<file path="config.mk">
export PLATFORM = sky130hd
export DESIGN_NAME = packet_filter_rate_limiter
export DESIGN_NICKNAME = d
export VERILOG_FILES = /design/src/design/pfrl_pkg.sv /design/src/design/pfrl_front.sv /design/src/design/pfrl_queue.sv /design/src/design/pfrl_back.sv /design/src/design/packet_filter_rate_limiter.sv
export SDC_FILE = /design/constraint.sdc
export NUM_CORES = 1
export LEC_CHECK = 0
export ABC_AREA = 1
export BUFFER_PORTS_ARGS = -buffer_cell sky130_fd_sc_hd__clkbuf_2
export CAP_MARGIN = 20
export CORE_MARGIN = 3
export CORE_UTILIZATION = 30
export DETAILED_ROUTE_END_ITERATION = 7
export GPL_ROUTABILITY_DRIVEN = 0
export SLEW_MARGIN = 10
export SYNTH_ARGS = -nofsm -noshare
export SYNTH_HDL_FRONTEND = slang
export SYNTH_SLANG_ARGS = --single-unit
</file>
<file path="constraint.sdc">
create_clock -name clk -period 18.11 [get_ports clk]
set_clock_uncertainty 0.15 [all_clocks]
set_input_delay 2.7165 -clock clk [delete_from_list [all_inputs] [get_ports clk]]
set_output_delay 2.7165 -clock clk [all_outputs]
set_load 0.1 [all_outputs]
</file>
<file path="src/design/pfrl_pkg.sv">
// ----------------------------------------------------------------------------
// pfrl_pkg
// Shared types, constants and the signature table for the packet filter.
// ----------------------------------------------------------------------------
`default_nettype none

package pfrl_pkg;

  localparam int SIG_LEN     = 12;
  localparam int TIME_WIDTH  = 32;
  localparam int POS_W       = 16;
  localparam int HB_W        = 6;
  localparam int COUNT_W     = 17;
  localparam int THRESH_W    = 16;
  localparam int CFG_ADDR_W  = 3;
  localparam int CFG_DATA_W  = 32;
  localparam int QUEUE_DEPTH = 4;
  localparam int QUEUE_AW    = 2;
  localparam int QUEUE_CW    = QUEUE_AW + 1;

  localparam logic [7:0]            PROTO_UDP     = 8'd17;
  localparam logic [THRESH_W-1:0]   RATE_RESET    = 16'd50;
  localparam logic [CFG_DATA_W-1:0] WINDOW_RESET  = 32'd1000000;
  localparam logic [COUNT_W-1:0]    COUNT_MAX     = {COUNT_W{1'b1}};
  localparam logic [POS_W-1:0]      POS_MAX       = {POS_W{1'b1}};

  localparam logic [CFG_ADDR_W-1:0] CFG_FILTER_ENABLE = 3'd0;
  localparam logic [CFG_ADDR_W-1:0] CFG_SIG_ENABLE    = 3'd1;
  localparam logic [CFG_ADDR_W-1:0] CFG_PORT_ENABLE   = 3'd2;
  localparam logic [CFG_ADDR_W-1:0] CFG_RATE_ENABLE   = 3'd3;
  localparam logic [CFG_ADDR_W-1:0] CFG_RATE_THRESH   = 3'd4;
  localparam logic [CFG_ADDR_W-1:0] CFG_WINDOW_TICKS  = 3'd5;

  typedef enum logic [2:0] {
    RSN_ALLOWED    = 3'd0,
    RSN_FILTER_OFF = 3'd1,
    RSN_SIGNATURE  = 3'd2,
    RSN_PORT_ZERO  = 3'd3,
    RSN_UDP_FLOOD  = 3'd4
  } reason_t;

  typedef struct packed {
    logic [7:0]            pkt_byte;
    logic                  last_byte;
    logic [TIME_WIDTH-1:0] arrival_time;
  } pfrl_in_t;

  typedef struct packed {
    logic        pass;
    logic [2:0]  reason;
    logic [7:0]  ip_protocol;
    logic [31:0] source_addr;
  } pfrl_out_t;

  typedef struct packed {
    logic                  filter_enable;
    logic                  signature_check_enable;
    logic                  port_zero_check_enable;
    logic                  rate_limit_enable;
    logic [THRESH_W-1:0]   rate_threshold;
    logic [TIME_WIDTH-1:0] window_ticks;
  } pfrl_cfg_t;

  typedef struct packed {
    reason_t               reason;
    logic                  rate_check;
    logic [TIME_WIDTH-1:0] arrival_time;
    logic [7:0]            ip_protocol;
    logic [31:0]           source_addr;
  } pfrl_rec_t;

  function automatic logic [7:0] sig_byte(input logic [4:0] idx);
    logic [7:0] val;
    unique case (idx)
      5'd0:    val = 8'h4D;
      5'd1:    val = 8'h41;
      5'd2:    val = 8'h4C;
      5'd3:    val = 8'h57;
      5'd4:    val = 8'h41;
      5'd5:    val = 8'h52;
      5'd6:    val = 8'h45;
      5'd7:    val = 8'h5F;
      5'd8:    val = 8'h48;
      5'd9:    val = 8'h41;
      5'd10:   val = 8'h53;
      5'd11:   val = 8'h48;
      default: val = 8'h00;
    endcase
    return val;
  endfunction

endpackage

`default_nettype wire

</file>
<file path="src/design/pfrl_front.sv">
// ----------------------------------------------------------------------------
// pfrl_front
// Byte parser: header capture, signature match and packet classification.
// ----------------------------------------------------------------------------
`default_nettype none

module pfrl_front (
  input  wire logic                 clk,
  input  wire logic                 rst_n,
  input  wire pfrl_pkg::pfrl_cfg_t  cfg,
  input  wire logic                 in_valid,
  output logic                      in_stall,
  input  wire pfrl_pkg::pfrl_in_t   in_data,
  input  wire logic                 q_full,
  output logic                      q_push,
  output pfrl_pkg::pfrl_rec_t       q_data
);

  localparam int RB = pfrl_pkg::SIG_LEN - 1;

  logic [pfrl_pkg::POS_W-1:0] pos_r, pos_nxt;
  logic [pfrl_pkg::HB_W-1:0]  hb_r, hb_nxt;
  logic [7:0]                 proto_r, proto_nxt;
  logic [31:0]                src_r, src_nxt;
  logic [15:0]                dport_r, dport_nxt;
  logic                       port_seen_r, port_seen_nxt;
  logic                       sig_seen_r, sig_seen_nxt;
  logic [7:0]                 recent_r [RB];
  logic [7:0]                 recent_nxt [RB];
  logic                       accept;
  logic                       hit;
  logic                       is_udp;
  logic [7:0]                 b;

  assign in_stall = q_full;
  assign accept   = in_valid && !in_stall;
  assign q_push   = accept && in_data.last_byte;
  assign b        = in_data.pkt_byte;

  always_comb begin
    pos_nxt       = (pos_r != pfrl_pkg::POS_MAX) ? pos_r + 1'b1 : pos_r;
    hb_nxt        = hb_r;
    proto_nxt     = proto_r;
    src_nxt       = src_r;
    dport_nxt     = dport_r;
    port_seen_nxt = port_seen_r;
    if (pos_r == '0) begin
      hb_nxt = {b[3:0], 2'b00};
    end
    if (pos_r == pfrl_pkg::POS_W'(9)) begin
      proto_nxt = b;
    end
    if (pos_r >= pfrl_pkg::POS_W'(12) && pos_r <= pfrl_pkg::POS_W'(15)) begin
      src_nxt = {src_r[23:0], b};
    end
    if (pos_r == pfrl_pkg::POS_W'(hb_r) + pfrl_pkg::POS_W'(2)) begin
      dport_nxt[15:8] = b;
    end
    if (pos_r == pfrl_pkg::POS_W'(hb_r) + pfrl_pkg::POS_W'(3)) begin
      dport_nxt[7:0] = b;
      port_seen_nxt  = 1'b1;
    end

    hit = (pos_r >= pfrl_pkg::POS_W'(RB)) && (b == pfrl_pkg::sig_byte(5'(RB)));
    for (int i = 0; i < RB; i++) begin
      if (recent_r[i] != pfrl_pkg::sig_byte(5'(i))) begin
        hit = 1'b0;
      end
    end
    sig_seen_nxt = sig_seen_r || hit;

    for (int i = 0; i < RB - 1; i++) begin
      recent_nxt[i] = recent_r[i+1];
    end
    recent_nxt[RB-1] = b;
  end

  always_comb begin
    is_udp              = (proto_nxt == pfrl_pkg::PROTO_UDP);
    q_data.rate_check   = 1'b0;
    q_data.arrival_time = in_data.arrival_time;
    q_data.ip_protocol  = proto_nxt;
    q_data.source_addr  = src_nxt;
    priority if (!cfg.filter_enable) begin
      q_data.reason = pfrl_pkg::RSN_FILTER_OFF;
    end else if (cfg.signature_check_enable && sig_seen_nxt) begin
      q_data.reason = pfrl_pkg::RSN_SIGNATURE;
    end else if (cfg.port_zero_check_enable && is_udp && port_seen_nxt &&
                 dport_nxt == '0) begin
      q_data.reason = pfrl_pkg::RSN_PORT_ZERO;
    end else begin
      q_data.reason     = pfrl_pkg::RSN_ALLOWED;
      q_data.rate_check = cfg.rate_limit_enable && is_udp;
    end
  end

  always_ff @(posedge clk) begin
    if (!rst_n || (accept && in_data.last_byte)) begin
      pos_r       <= '0;
      hb_r        <= '0;
      proto_r     <= '0;
      src_r       <= '0;
      dport_r     <= '0;
      port_seen_r <= 1'b0;
      sig_seen_r  <= 1'b0;
      for (int i = 0; i < RB; i++) begin
        recent_r[i] <= '0;
      end
    end else if (accept) begin
      pos_r       <= pos_nxt;
      hb_r        <= hb_nxt;
      proto_r     <= proto_nxt;
      src_r       <= src_nxt;
      dport_r     <= dport_nxt;
      port_seen_r <= port_seen_nxt;
      sig_seen_r  <= sig_seen_nxt;
      for (int i = 0; i < RB; i++) begin
        recent_r[i] <= recent_nxt[i];
      end
    end
  end

endmodule

`default_nettype wire

</file>
<file path="src/design/pfrl_queue.sv">
// ----------------------------------------------------------------------------
// pfrl_queue
// Small register queue of classified packet records between front and back.
// ----------------------------------------------------------------------------
`default_nettype none

module pfrl_queue (
  input  wire logic                 clk,
  input  wire logic                 rst_n,
  input  wire logic                 push,
  input  wire pfrl_pkg::pfrl_rec_t  push_data,
  output logic                      full,
  input  wire logic                 pop,
  output logic                      head_valid,
  output pfrl_pkg::pfrl_rec_t       head_data
);

  pfrl_pkg::pfrl_rec_t             mem_r [pfrl_pkg::QUEUE_DEPTH];
  logic [pfrl_pkg::QUEUE_AW-1:0]   wr_ptr_r, rd_ptr_r;
  logic [pfrl_pkg::QUEUE_CW-1:0]   count_r, count_nxt;

  assign full       = (count_r == pfrl_pkg::QUEUE_CW'(pfrl_pkg::QUEUE_DEPTH));
  assign head_valid = (count_r != '0);
  assign head_data  = mem_r[rd_ptr_r];

  always_comb begin
    count_nxt = count_r;
    unique case ({push, pop})
      2'b10:   count_nxt = count_r + 1'b1;
      2'b01:   count_nxt = count_r - 1'b1;
      default: count_nxt = count_r;
    endcase
  end

  always_ff @(posedge clk) begin
    if (!rst_n) begin
      wr_ptr_r <= '0;
      rd_ptr_r <= '0;
      count_r  <= '0;
    end else begin
      if (push) begin
        wr_ptr_r <= wr_ptr_r + 1'b1;
      end
      if (pop) begin
        rd_ptr_r <= rd_ptr_r + 1'b1;
      end
      count_r <= count_nxt;
    end
  end

  always_ff @(posedge clk) begin
    if (push) begin
      mem_r[wr_ptr_r] <= push_data;
    end
  end

  a_no_overflow: assert property (@(posedge clk) disable iff (!rst_n)
    full |-> !push)
    else $error("queue push while full");

  a_no_underflow: assert property (@(posedge clk) disable iff (!rst_n)
    pop |-> head_valid)
    else $error("queue pop while empty");

endmodule

`default_nettype wire

</file>
<file path="src/design/pfrl_back.sv">
// ----------------------------------------------------------------------------
// pfrl_back
// Verdict stage: UDP rate window, saturating counter and output register.
// ----------------------------------------------------------------------------
`default_nettype none

module pfrl_back (
  input  wire logic                 clk,
  input  wire logic                 rst_n,
  input  wire pfrl_pkg::pfrl_cfg_t  cfg,
  input  wire logic                 rec_valid,
  input  wire pfrl_pkg::pfrl_rec_t  rec_data,
  output logic                      rec_pop,
  output logic                      out_valid,
  input  wire logic                 out_stall,
  output pfrl_pkg::pfrl_out_t       out_data
);

  logic                              out_valid_r;
  pfrl_pkg::pfrl_out_t               out_data_r, out_data_nxt;
  logic [pfrl_pkg::COUNT_W-1:0]      count_r, count_nxt;
  logic [pfrl_pkg::TIME_WIDTH-1:0]   wstart_r, wstart_nxt;
  logic [pfrl_pkg::TIME_WIDTH-1:0]   elapsed;
  logic [pfrl_pkg::COUNT_W-1:0]      count_base;
  logic                              restart;

  assign rec_pop   = rec_valid && (!out_valid_r || !out_stall);
  assign out_valid = out_valid_r;
  assign out_data  = out_data_r;

  always_comb begin
    elapsed    = rec_data.arrival_time - wstart_r;
    restart    = (elapsed >= cfg.window_ticks);
    count_base = restart ? '0 : count_r;
    count_nxt  = count_r;
    wstart_nxt = wstart_r;
    out_data_nxt.pass        = 1'b1;
    out_data_nxt.reason      = rec_data.reason;
    out_data_nxt.ip_protocol = rec_data.ip_protocol;
    out_data_nxt.source_addr = rec_data.source_addr;
    if (rec_data.reason == pfrl_pkg::RSN_SIGNATURE ||
        rec_data.reason == pfrl_pkg::RSN_PORT_ZERO) begin
      out_data_nxt.pass = 1'b0;
    end
    if (rec_data.rate_check) begin
      count_nxt  = (count_base != pfrl_pkg::COUNT_MAX) ? count_base + 1'b1 : count_base;
      wstart_nxt = restart ? rec_data.arrival_time : wstart_r;
      if (count_nxt > pfrl_pkg::COUNT_W'(cfg.rate_threshold)) begin
        out_data_nxt.pass   = 1'b0;
        out_data_nxt.reason = pfrl_pkg::RSN_UDP_FLOOD;
      end
    end
  end

  always_ff @(posedge clk) begin
    if (!rst_n) begin
      out_valid_r <= 1'b0;
      count_r     <= '0;
      wstart_r    <= '0;
    end else if (rec_pop) begin
      out_valid_r <= 1'b1;
      count_r     <= count_nxt;
      wstart_r    <= wstart_nxt;
    end else if (!out_stall) begin
      out_valid_r <= 1'b0;
    end
  end

  always_ff @(posedge clk) begin
    if (rec_pop) begin
      out_data_r <= out_data_nxt;
    end
  end

  a_drop_has_cause: assert property (@(posedge clk) disable iff (!rst_n)
    (out_valid_r && !out_data_r.pass) |->
      (out_data_r.reason != pfrl_pkg::RSN_ALLOWED &&
       out_data_r.reason != pfrl_pkg::RSN_FILTER_OFF))
    else $error("drop without a drop reason");

  a_count_untouched: assert property (@(posedge clk) disable iff (!rst_n)
    (rec_pop && !rec_data.rate_check) |=> $stable(count_r) && $stable(wstart_r))
    else $error("rate state moved for an uncounted packet");

endmodule

`default_nettype wire

</file>
<file path="src/design/packet_filter_rate_limiter.sv">
// ----------------------------------------------------------------------------
// packet_filter_rate_limiter
// IPv4 byte-stream filter with signature match, UDP port zero drop and a
// per-window UDP rate limit; one verdict per packet.
// ----------------------------------------------------------------------------
//  channel  direction  payload      handshake
//  in_      input      pfrl_in_t    in_valid / in_stall
//  out_     output     pfrl_out_t   out_valid / out_stall
//  cfg_     input      32-bit data  cfg_we, index cfg_addr
//
//  One byte is taken every cycle while in_stall is low; no other stall.
//  The last byte pushes a record; the back stage registers its verdict.
//  Verdicts wait in a four-entry queue; in_stall rises only when it is full.
//  Reset is synchronous; it restores register defaults and clears the window.
// ----------------------------------------------------------------------------
`default_nettype none

module packet_filter_rate_limiter (
  input  wire logic                              clk,
  input  wire logic                              rst_n,
  input  wire logic                              in_valid,
  output logic                                   in_stall,
  input  wire pfrl_pkg::pfrl_in_t                in_data,
  output logic                                   out_valid,
  input  wire logic                              out_stall,
  output pfrl_pkg::pfrl_out_t                    out_data,
  input  wire logic                              cfg_we,
  input  wire logic [pfrl_pkg::CFG_ADDR_W-1:0]   cfg_addr,
  input  wire logic [pfrl_pkg::CFG_DATA_W-1:0]   cfg_wdata
);

  pfrl_pkg::pfrl_cfg_t cfg_r;
  pfrl_pkg::pfrl_rec_t push_data, head_data;
  logic                q_full, q_push, q_pop, head_valid;

  always_ff @(posedge clk) begin
    if (!rst_n) begin
      cfg_r.filter_enable          <= 1'b1;
      cfg_r.signature_check_enable <= 1'b1;
      cfg_r.port_zero_check_enable <= 1'b1;
      cfg_r.rate_limit_enable      <= 1'b1;
      cfg_r.rate_threshold         <= pfrl_pkg::RATE_RESET;
      cfg_r.window_ticks           <= pfrl_pkg::TIME_WIDTH'(pfrl_pkg::WINDOW_RESET);
    end else if (cfg_we) begin
      unique case (cfg_addr)
        pfrl_pkg::CFG_FILTER_ENABLE: cfg_r.filter_enable          <= cfg_wdata[0];
        pfrl_pkg::CFG_SIG_ENABLE:    cfg_r.signature_check_enable <= cfg_wdata[0];
        pfrl_pkg::CFG_PORT_ENABLE:   cfg_r.port_zero_check_enable <= cfg_wdata[0];
        pfrl_pkg::CFG_RATE_ENABLE:   cfg_r.rate_limit_enable      <= cfg_wdata[0];
        pfrl_pkg::CFG_RATE_THRESH:
          cfg_r.rate_threshold <= cfg_wdata[pfrl_pkg::THRESH_W-1:0];
        pfrl_pkg::CFG_WINDOW_TICKS:
          cfg_r.window_ticks <= pfrl_pkg::TIME_WIDTH'(cfg_wdata);
        default: ;
      endcase
    end
  end

  pfrl_front u_front (
    .clk      (clk),
    .rst_n    (rst_n),
    .cfg      (cfg_r),
    .in_valid (in_valid),
    .in_stall (in_stall),
    .in_data  (in_data),
    .q_full   (q_full),
    .q_push   (q_push),
    .q_data   (push_data)
  );

  pfrl_queue u_queue (
    .clk        (clk),
    .rst_n      (rst_n),
    .push       (q_push),
    .push_data  (push_data),
    .full       (q_full),
    .pop        (q_pop),
    .head_valid (head_valid),
    .head_data  (head_data)
  );

  pfrl_back u_back (
    .clk       (clk),
    .rst_n     (rst_n),
    .cfg       (cfg_r),
    .rec_valid (head_valid),
    .rec_data  (head_data),
    .rec_pop   (q_pop),
    .out_valid (out_valid),
    .out_stall (out_stall),
    .out_data  (out_data)
  );

endmodule

`default_nettype wire
</file>
# Word-level counts from Yosys, hierarchy flattened
# Memories as Yosys holds them, arrays and structs flattened. A register that Yosys moved wholly into a read port is not among the register bits.
# Cells that the tools add are included.
[totals] reg_bits=231 mem_bits_rw=392 in_bits=81 output_inout_bits=46 wordCells=162 memories=2
[memory_table] name="u_queue.mem_r" depth=4 word_bits=76 read_ports=1 rd_ports_with_merged_regs=1 wr=1 line_no="pfrl_queue.sv:18" rtl="pfrl_pkg::pfrl_rec_t mem_r [pfrl_pkg::QUEUE_DEPTH];"
[memory_table] name="u_front.recent_r" depth=11 word_bits=8 read_ports=11 rd_ports_with_merged_regs=0 wr=11 line_no="pfrl_front.sv:28" rtl="logic [7:0] recent_r [RB];"
[classes] add_sub_neg=9 n_lt_le_gt_ge=5 n_eq_ne=29 mux=50 bitwise=11 n_reduce_logical=33
[ops] operator="$mux 8" n=14
[ops] operator="$ne 8x7->1 const B" n=11
[ops] operator="$mux 17" n=2
[ops] operator="$eq 16x16->1" n=2
[ops] operator="$ge 16x4->1 const B" n=2
[ops] operator="$ge 32x32->1" n=1
[ops] operator="$logic_not 16->1" n=2
[ops] operator="$mux 32" n=1
[ops] operator="$sub 32x32->32" n=1
[ops] operator="$mux 1" n=25
[ops] operator="$reduce_and 2->1" n=9
[ops] operator="$add 17x1->17 const B" n=1
[ops] operator="$gt 17x16->1" n=1
[ops] operator="$ne 17x17->1 const B" n=1
[ops] operator="$add 16x1->16 const B" n=1
[ops] operator="$eq 16x4->1 const B" n=1
[ops] operator="$le 16x4->1 const B" n=1
[ops] operator="$ne 16x16->1 const B" n=1
[ops] operator="$add 6x2->7 const B" n=2
[ops] operator="$eq 3x2->1 const B" n=4
[ops] operator="$or 1x1->1" n=11
[ops] operator="$logic_and 1x1->1" n=10
[ops] operator="$eq 3x3->1 const B" n=3
[ops] operator="$eq 8x5->1 const B" n=1
[ops] operator="18 further kinds" n=29

# Longest topological paths before layout
# Gate-level depths: netlist of run 1.
[depth] word_depth=17 ltp_mapped=51 ltp_nobuf=49

# By module
# Synthesis of run 1 repeated with hierarchy kept, for this count alone.
[hier_totals] cells_unflattened=2969 area_unflattened_um2=28710.0
[modules_own_cells] module="pfrl_queue" n_inst=1 cells_each=794 area_per_inst_um2=11840.1 seq_area_each_um2=9308.9
[modules_own_cells] module="pfrl_front" n_inst=1 cells_each=953 area_per_inst_um2=7900.1 seq_area_each_um2=4204.0
[modules_own_cells] module="pfrl_back" n_inst=1 cells_each=910 area_per_inst_um2=6817.8 seq_area_each_um2=2322.2
[modules_own_cells] module="packet_filter_rate_limiter" n_inst=1 cells_each=312 area_per_inst_um2=2152.1 seq_area_each_um2=1041.0

# Worst setup path before layout of run 1
# Ideal clock, no wire load.
[synth_path] path_type="input port to flip-flop" startpoint="input in_valid" endpoint="memory u_queue.mem_r[0][0] (netlist bit) (enable)" setup_time_ns=0.509 t_arrival_ns=6.226 t_required_ns=17.451 setup_slack_ns=11.225 stages=4 path_buffers=0 cell_sequence="inv_1 -> nor2_4 -> nand2_1 -> nor2_1"
[synth_via] elab_chain_len=4
[synth_rtl] item="start: declaration" line_no="packet_filter_rate_limiter.sv:21" rtl="input wire logic in_valid,"
[synth_rtl] item="$logic_and 1x1->1" line_no="pfrl_front.sv:36" rtl="assign accept = in_valid && !in_stall;"
[synth_rtl] item="$logic_and 1x1->1" line_no="pfrl_front.sv:37" rtl="assign q_push = accept && in_data.last_byte;"
[synth_rtl] item="$mux 1" line_no="pfrl_queue.sv:52" rtl="if (push) begin"
[synth_rtl] item="$mux 1 (not written as such)" line_no="pfrl_queue.sv:53" rtl="mem_r[wr_ptr_r] <= push_data;"
[synth_rtl] item="end: declaration" line_no="pfrl_queue.sv:18"
# No other way between the ends.

==> results.ini, run 1 <==
[status]
outcome = complete, no violations

[critical_path]
cp.buffers_inverters = 5
slowest_delay_ns = 0.98
path_common_cell = nand2_1
rrSetupSlack_ns = 9.23
start_kind = register
required_ns = 18.29
cp_top_family = simple AND/OR/NAND/NOR gates
cp_max_fo = 96
cp_slowest_cell = dfxtp_4
critical_path_class = reg -> reg
crit_arrival_ns = 9.06
end_kind = register

[timing]
post-route-min-period_ns = 8.88
drv_slew = 0
timing.final.crit_share = 0.490
worstMarginPinSlew_ns = 1.09
finalHoldViolCount = 0
rsz0062_at_grt = false
max_slew_margin = 0.276
setup_viol = 0
clock.fmax_ghz = 0.113
layout_setup_ws_ns = 9.23
setup_tns_ns = 0

[die]
dieArea_mm2 = 0.0946
fp.dieW_um = 308
rows = 109
die_h_um = 308
core_area_mm2 = 0.0893
ios = 127
initial_core_util = 0.305

[grt]
use_met3 = 0.0400
grt_pass1_vias = 18200
top_usage_layer = met2
grt_util_met1 = 0.163
grt_max_degree = 97
grt_usage = 0.134
grtUsageMet2 = 0.228
grt_pass1_wl_mm = 100
grt-ovfl-total = 0
antenna_found_initial = 14

[route]
route.detailed.drc = 0
avgViaCountPerCell = 4.70
routedWlPerCell_um = 15.9
postRouteAntennaNets = 0
drt-pass1-iter-count = 5
drt-initial-drc-count = 1461
vias = 18900
wirelength_mm = 64.2

[finish]
area_growth_pct = 14.9
final_area_mm2 = 0.0313
drive_gt1_frac = 0.111
nNetsFinal = 2977
regArea_mm2 = 0.0168
multi_input_area_mm2 = 0.00870
fin_util = 0.351
num-fill-cells = 8921

[power_and_ir_drop]
p_sw_frac = 0.416
p_sw_w = 0.00221
powerDensity_mw_per_mm2 = 169
p_leak_nw = 12.1
p_int_w = 0.00310
combPwrFrac = 0.399
power_w = 0.00531
p_seq_frac = 0.343
ir_drop_uv = 120
clockPowerShare = 0.259

[synthesis]
synth_edf_count = 432
synth_area_per_cell_um2 = 10.1
yosysTopAreaCell = edfxtp_1
netlist_instances = 2705
yosysSeqAreaShare = 0.614
synth.most_common_cell = edfxtp_1
syn_area_mm2 = 0.0273
netlist_top_cells_area = edfxtp_1, dfxtp_1, o21ai_0, nor2_1, inv_1
async_flop_share = 0
ys_ff_latch = 621
ys_types = 56
ys.flop_type = edfxtp_1
synth_nets = 2878
synth-warning-count = 0
ys_top_cells_by_count = edfxtp_1, nor2_1, inv_1
synth.top_cell.area_share = 0.475

[placement]
placedInstanceArea_mm2 = 0.0291
post-place-ws_ns = 9.18
io_buffers = 126
dpl.hpwl_mm = 42.5

[worst_hold_path]
hold_class = reg -> reg

[clock_tree]
clk_pin_slew_ns = 0.06
cts.htree.levels = 3
cts_buffers = 66
ctsResizeCount = 0
clockRootBuffer = clkbuf_16
clock_sinks = 621
worstSkewPairLatency_ns = 0.62
cts_tree = built
cts_post_setup_buffers_inserted = 0
postCtsHoldBufs = 0
clk_path_buf_depth = 3

[flow_run]
drv_cap = 0

## path summary, 6_finish.rpt
kind / startpoint / end / depth (start not counted)
max reg2reg: register / u_back.out_data[43] / 43
min: u_queue.rd_ptr_r[1] / register / 2
min reg2reg: u_queue.rd_ptr_r[1] / register / 2
max: register / u_back.out_data[43] / 43
## layout make-up
| type | instances | share of cell area |
|---|---|---|
| diodes | 6 | 0.000479 |
| multi-input cells | 1600 | 0.278 |
| well taps | 1165 | 0.0465 |
| clock inverters | 37 | 0.0151 |
| flip-flops and latches | 621 | 0.535 |
| inverters | 369 | 0.0443 |
| repair buffers | 146 | 0.0255 |
| clock buffers | 84 | 0.0558 |
## logic make-up (layout without fill, tap and decap cells)
group           after synthesis  after routing  share of synthesized area
simple gates                843            843                      0.134
compound gates              626            626                      0.128
flops                       621            621                      0.614
buf+inv                     484            636                     0.0687
fa+ha+maj                    92             92                     0.0427
xor+xnor                     39             39                     0.0125
other cells                   0              6                          0
## tightest hold or removal path, stage by stage, from the launching register on
cell	delay, ns
dfxtp_1	0.30
inv_1	0.05
a21oi_1	0.06
## registers in the layout, summed over array words and instances (netlist names), named ones only
register,flops
cfg_r,52
u_back.count_r,17
u_back.out_data,44
u_back.out_valid,1
u_back.wstart_r,32
u_front.dport_r,16
u_front.hb_r,4
u_front.port_seen_r,1
u_front.pos_r,16
u_front.proto_r,8
u_front.recent_r,88
u_front.sig_seen_r,1
u_front.src_r,32
u_queue.count_r,3
u_queue.mem_r,300
u_queue.rd_ptr_r,2
u_queue.wr_ptr_r,2
## stage by stage
step	hold WS, ns	std cells
floorplan	0.285	2705
global placement	0.294	3900
detailed placement	0.304	3901
CTS	0.312	4022
global route	0.325	4022
finish	0.305	4028
## power by group through the flow
stage	registers, W	logic, W	clock network, W
floorplan	0.00220	0.00129	0
global placement	0.00185	0.00212	0
detailed placement	0.00185	0.00213	0
CTS	0.00182	0.00214	0.00141
global route	0.00184	0.00237	0.00147
finish	0.00182	0.00212	0.00137
## layer usage
| metal | vias to the layer above | routed length (um) |
|---|---|---|
| li1 | 9508 | - |
| met1 | 8962 | 27600 |
| met2 | 353 | 30800 |
| met3 | 97 | 4330 |
| met4 | 14 | 1420 |
| met5 | - | 92 |
## placed cells by master (no fill, tap or decap), drive strengths merged, types with 2 or more instances in the layout
cell type / instances
edfxtp: 432
nor2: 377
inv: 371
o21ai: 305
nand2: 296
clkbuf: 210
dfxtp: 189
a21oi: 144
o22ai: 102
ha: 90
nand3: 85
nand4: 46
a211oi: 34
xor2: 28
clkinv: 27
nor3: 23
buf: 20
o211ai: 14
xnor2: 11
nor4: 9
diode: 6
o21a: 6
bufinv: 6
a31oi: 5
o21bai: 3
a32o: 3
a21boi: 3
and2: 3
fa: 2
nor3b: 2
clkinvlp: 2
No activity file was read; power rests on OpenSTA's default activity.
==> inputs of run 2 (changes only) <==
- clock period: 18.11 -> 8.7 ns (I/O delays scaled with it)
==> results.ini, run 2 (same netlist as run 1, synthesis figures left out) <==
[timing]
post-route-min-period_ns = 7.59
timing.final.crit_share = 0.873
finalHoldViolCount = 0
clock.fmax_ghz = 0.132
drv_slew = 0
setup_tns_ns = 0
layout_setup_ws_ns = 1.11
max_slew_margin = 0.289
worstMarginPinSlew_ns = 1.07
setup_viol = 0
rsz0062_at_grt = false

[die]
fp.dieW_um = 308
initial_core_util = 0.305
die_h_um = 308
ios = 127
dieArea_mm2 = 0.0946
core_area_mm2 = 0.0893
rows = 109

[status]
outcome = complete, no violations

[placement]
post-place-ws_ns = 1.21
io_buffers = 126
dpl.hpwl_mm = 43.5
dp_cells = 3907
placedInstanceArea_mm2 = 0.0291

[finish]
layout_commonest_cell = edfxtp_1
final_cell_mix = edfxtp_1, nor2_1, inv_1
final_area_mm2 = 0.0314
regArea_mm2 = 0.0168
nNetsFinal = 2985
multi_input_area_mm2 = 0.00870
num-fill-cells = 8814
reg_top3 = u_queue.mem_r (300), u_front.recent_r (88), cfg_r (52)
fin_util = 0.351
drive_gt1_frac = 0.113
fin_cells = 4036
registers.top_by_ff_count = u_queue.mem_r
area_growth_pct = 15.0
largest_reg_flops = 300

[clock_tree]
ctsResizeCount = 0
worstSkewPairLatency_ns = 0.63
cts.htree.levels = 3
clk_path_buf_depth = 3
clockRootBuffer = clkbuf_16
postCtsHoldBufs = 0
clock_sinks = 621
cts_buffers = 68
cts_post_setup_buffers_inserted = 0
clk_pin_slew_ns = 0.06
cts_tree = built

[grt]
grt_max_degree = 89
grt_pass1_wl_mm = 103
grt_usage = 0.138
grt-ovfl-total = 0
antenna_found_initial = 12
grt_pass1_vias = 18600

[critical_path]
reg2reg_to = u_back.out_data[40]
end_kind = register
rr_worst_depth = 43
crit_arrival_ns = 7.77
path_common_cell = nand2_1
slowest_delay_ns = 0.48
start_kind = register
cp_max_fo = 60
required_ns = 8.88
cp_slowest_cell = buf_4
critical_path_class = reg -> reg
rrSetupSlack_ns = 1.11

[worst_hold_path]
worstHoldPathCells = 2
min_from = u_queue.rd_ptr_r[1]
hold_class = reg -> reg

[power_and_ir_drop]
clockPowerShare = 0.258
p_sw_frac = 0.417
p_leak_nw = 12.2
combPwrFrac = 0.406
p_seq_frac = 0.336
p_sw_w = 0.00464
ir_drop_uv = 225
powerDensity_mw_per_mm2 = 355
p_int_w = 0.00650

[route]
postRouteAntennaNets = 0
route.detailed.drc = 0
avgViaCountPerCell = 4.73
routedWlPerCell_um = 16.3
drt-pass1-iter-count = 5
vias = 19100
drt-initial-drc-count = 1538
wirelength_mm = 65.8

[flow_run]
drv_cap = 0

[run 2: area by class of cell]
class,instances,share of cell area
clock buffer,92,0.0596
sequential,621,0.534
inverter,369,0.0442
timing repair buffer,152,0.0263
clock inverter,32,0.0118
antenna,5,0.000399
tap,1165,0.0464
multi-input combinational,1600,0.277
[run 2: how the worst max path moves through the flow]
stage,startpoint,endpoint,slack (ns),cells past startpoint
after floorplan,register,u_back.out_data[43],2.15,50
after global placement,register,u_back.out_data[43],1.41,44
after detailed placement,register,u_back.out_data[43],1.21,44
after CTS,register,u_back.out_data[40],1.13,44
after global routing,register,u_back.out_data[40],0.26,43
final,register,u_back.out_data[40],1.11,43
[run 2: layer usage]
metal	GRT usage	share of wire	wire, um
met1	0.169	0.43	28300
met2	0.235	0.48	31500
met3	0.0394	0.065	4300
met4	0.0433	0.024	1610
met5	0	0.0013	85
[run 2: critical path: cells and delay by family, from the launching register on]
kind            cells  cell delay [ns]
simple gates       26             3.53
compound gates      8             1.33
fa+ha+maj           4             1.05
buf+inv             4             0.67
flops               1             0.36
xor+xnor            1             0.18
[run 2: through the flow]
stage / hold slack [ns] / power [W]
after detailed placement: 0.298 / 0.00835
after global placement: 0.293 / 0.00831
after floorplan: 0.285 / 0.00726
after CTS: 0.307 / 0.0113
after global routing: 0.328 / 0.0119
final: 0.305 / 0.0111
[run 2: power groups by stage]
stage | Clock (W) | Combinational, W | Sequential (W)
2_1_floorplan | 0 | 0.00269 | 0.00457
3_3_place_gp | 0 | 0.00451 | 0.00380
3_5_place_dp | 0 | 0.00455 | 0.00380
4_1_cts | 0.00296 | 0.00457 | 0.00375
5_1_grt | 0.00308 | 0.00507 | 0.00378
6_report | 0.00288 | 0.00452 | 0.00374
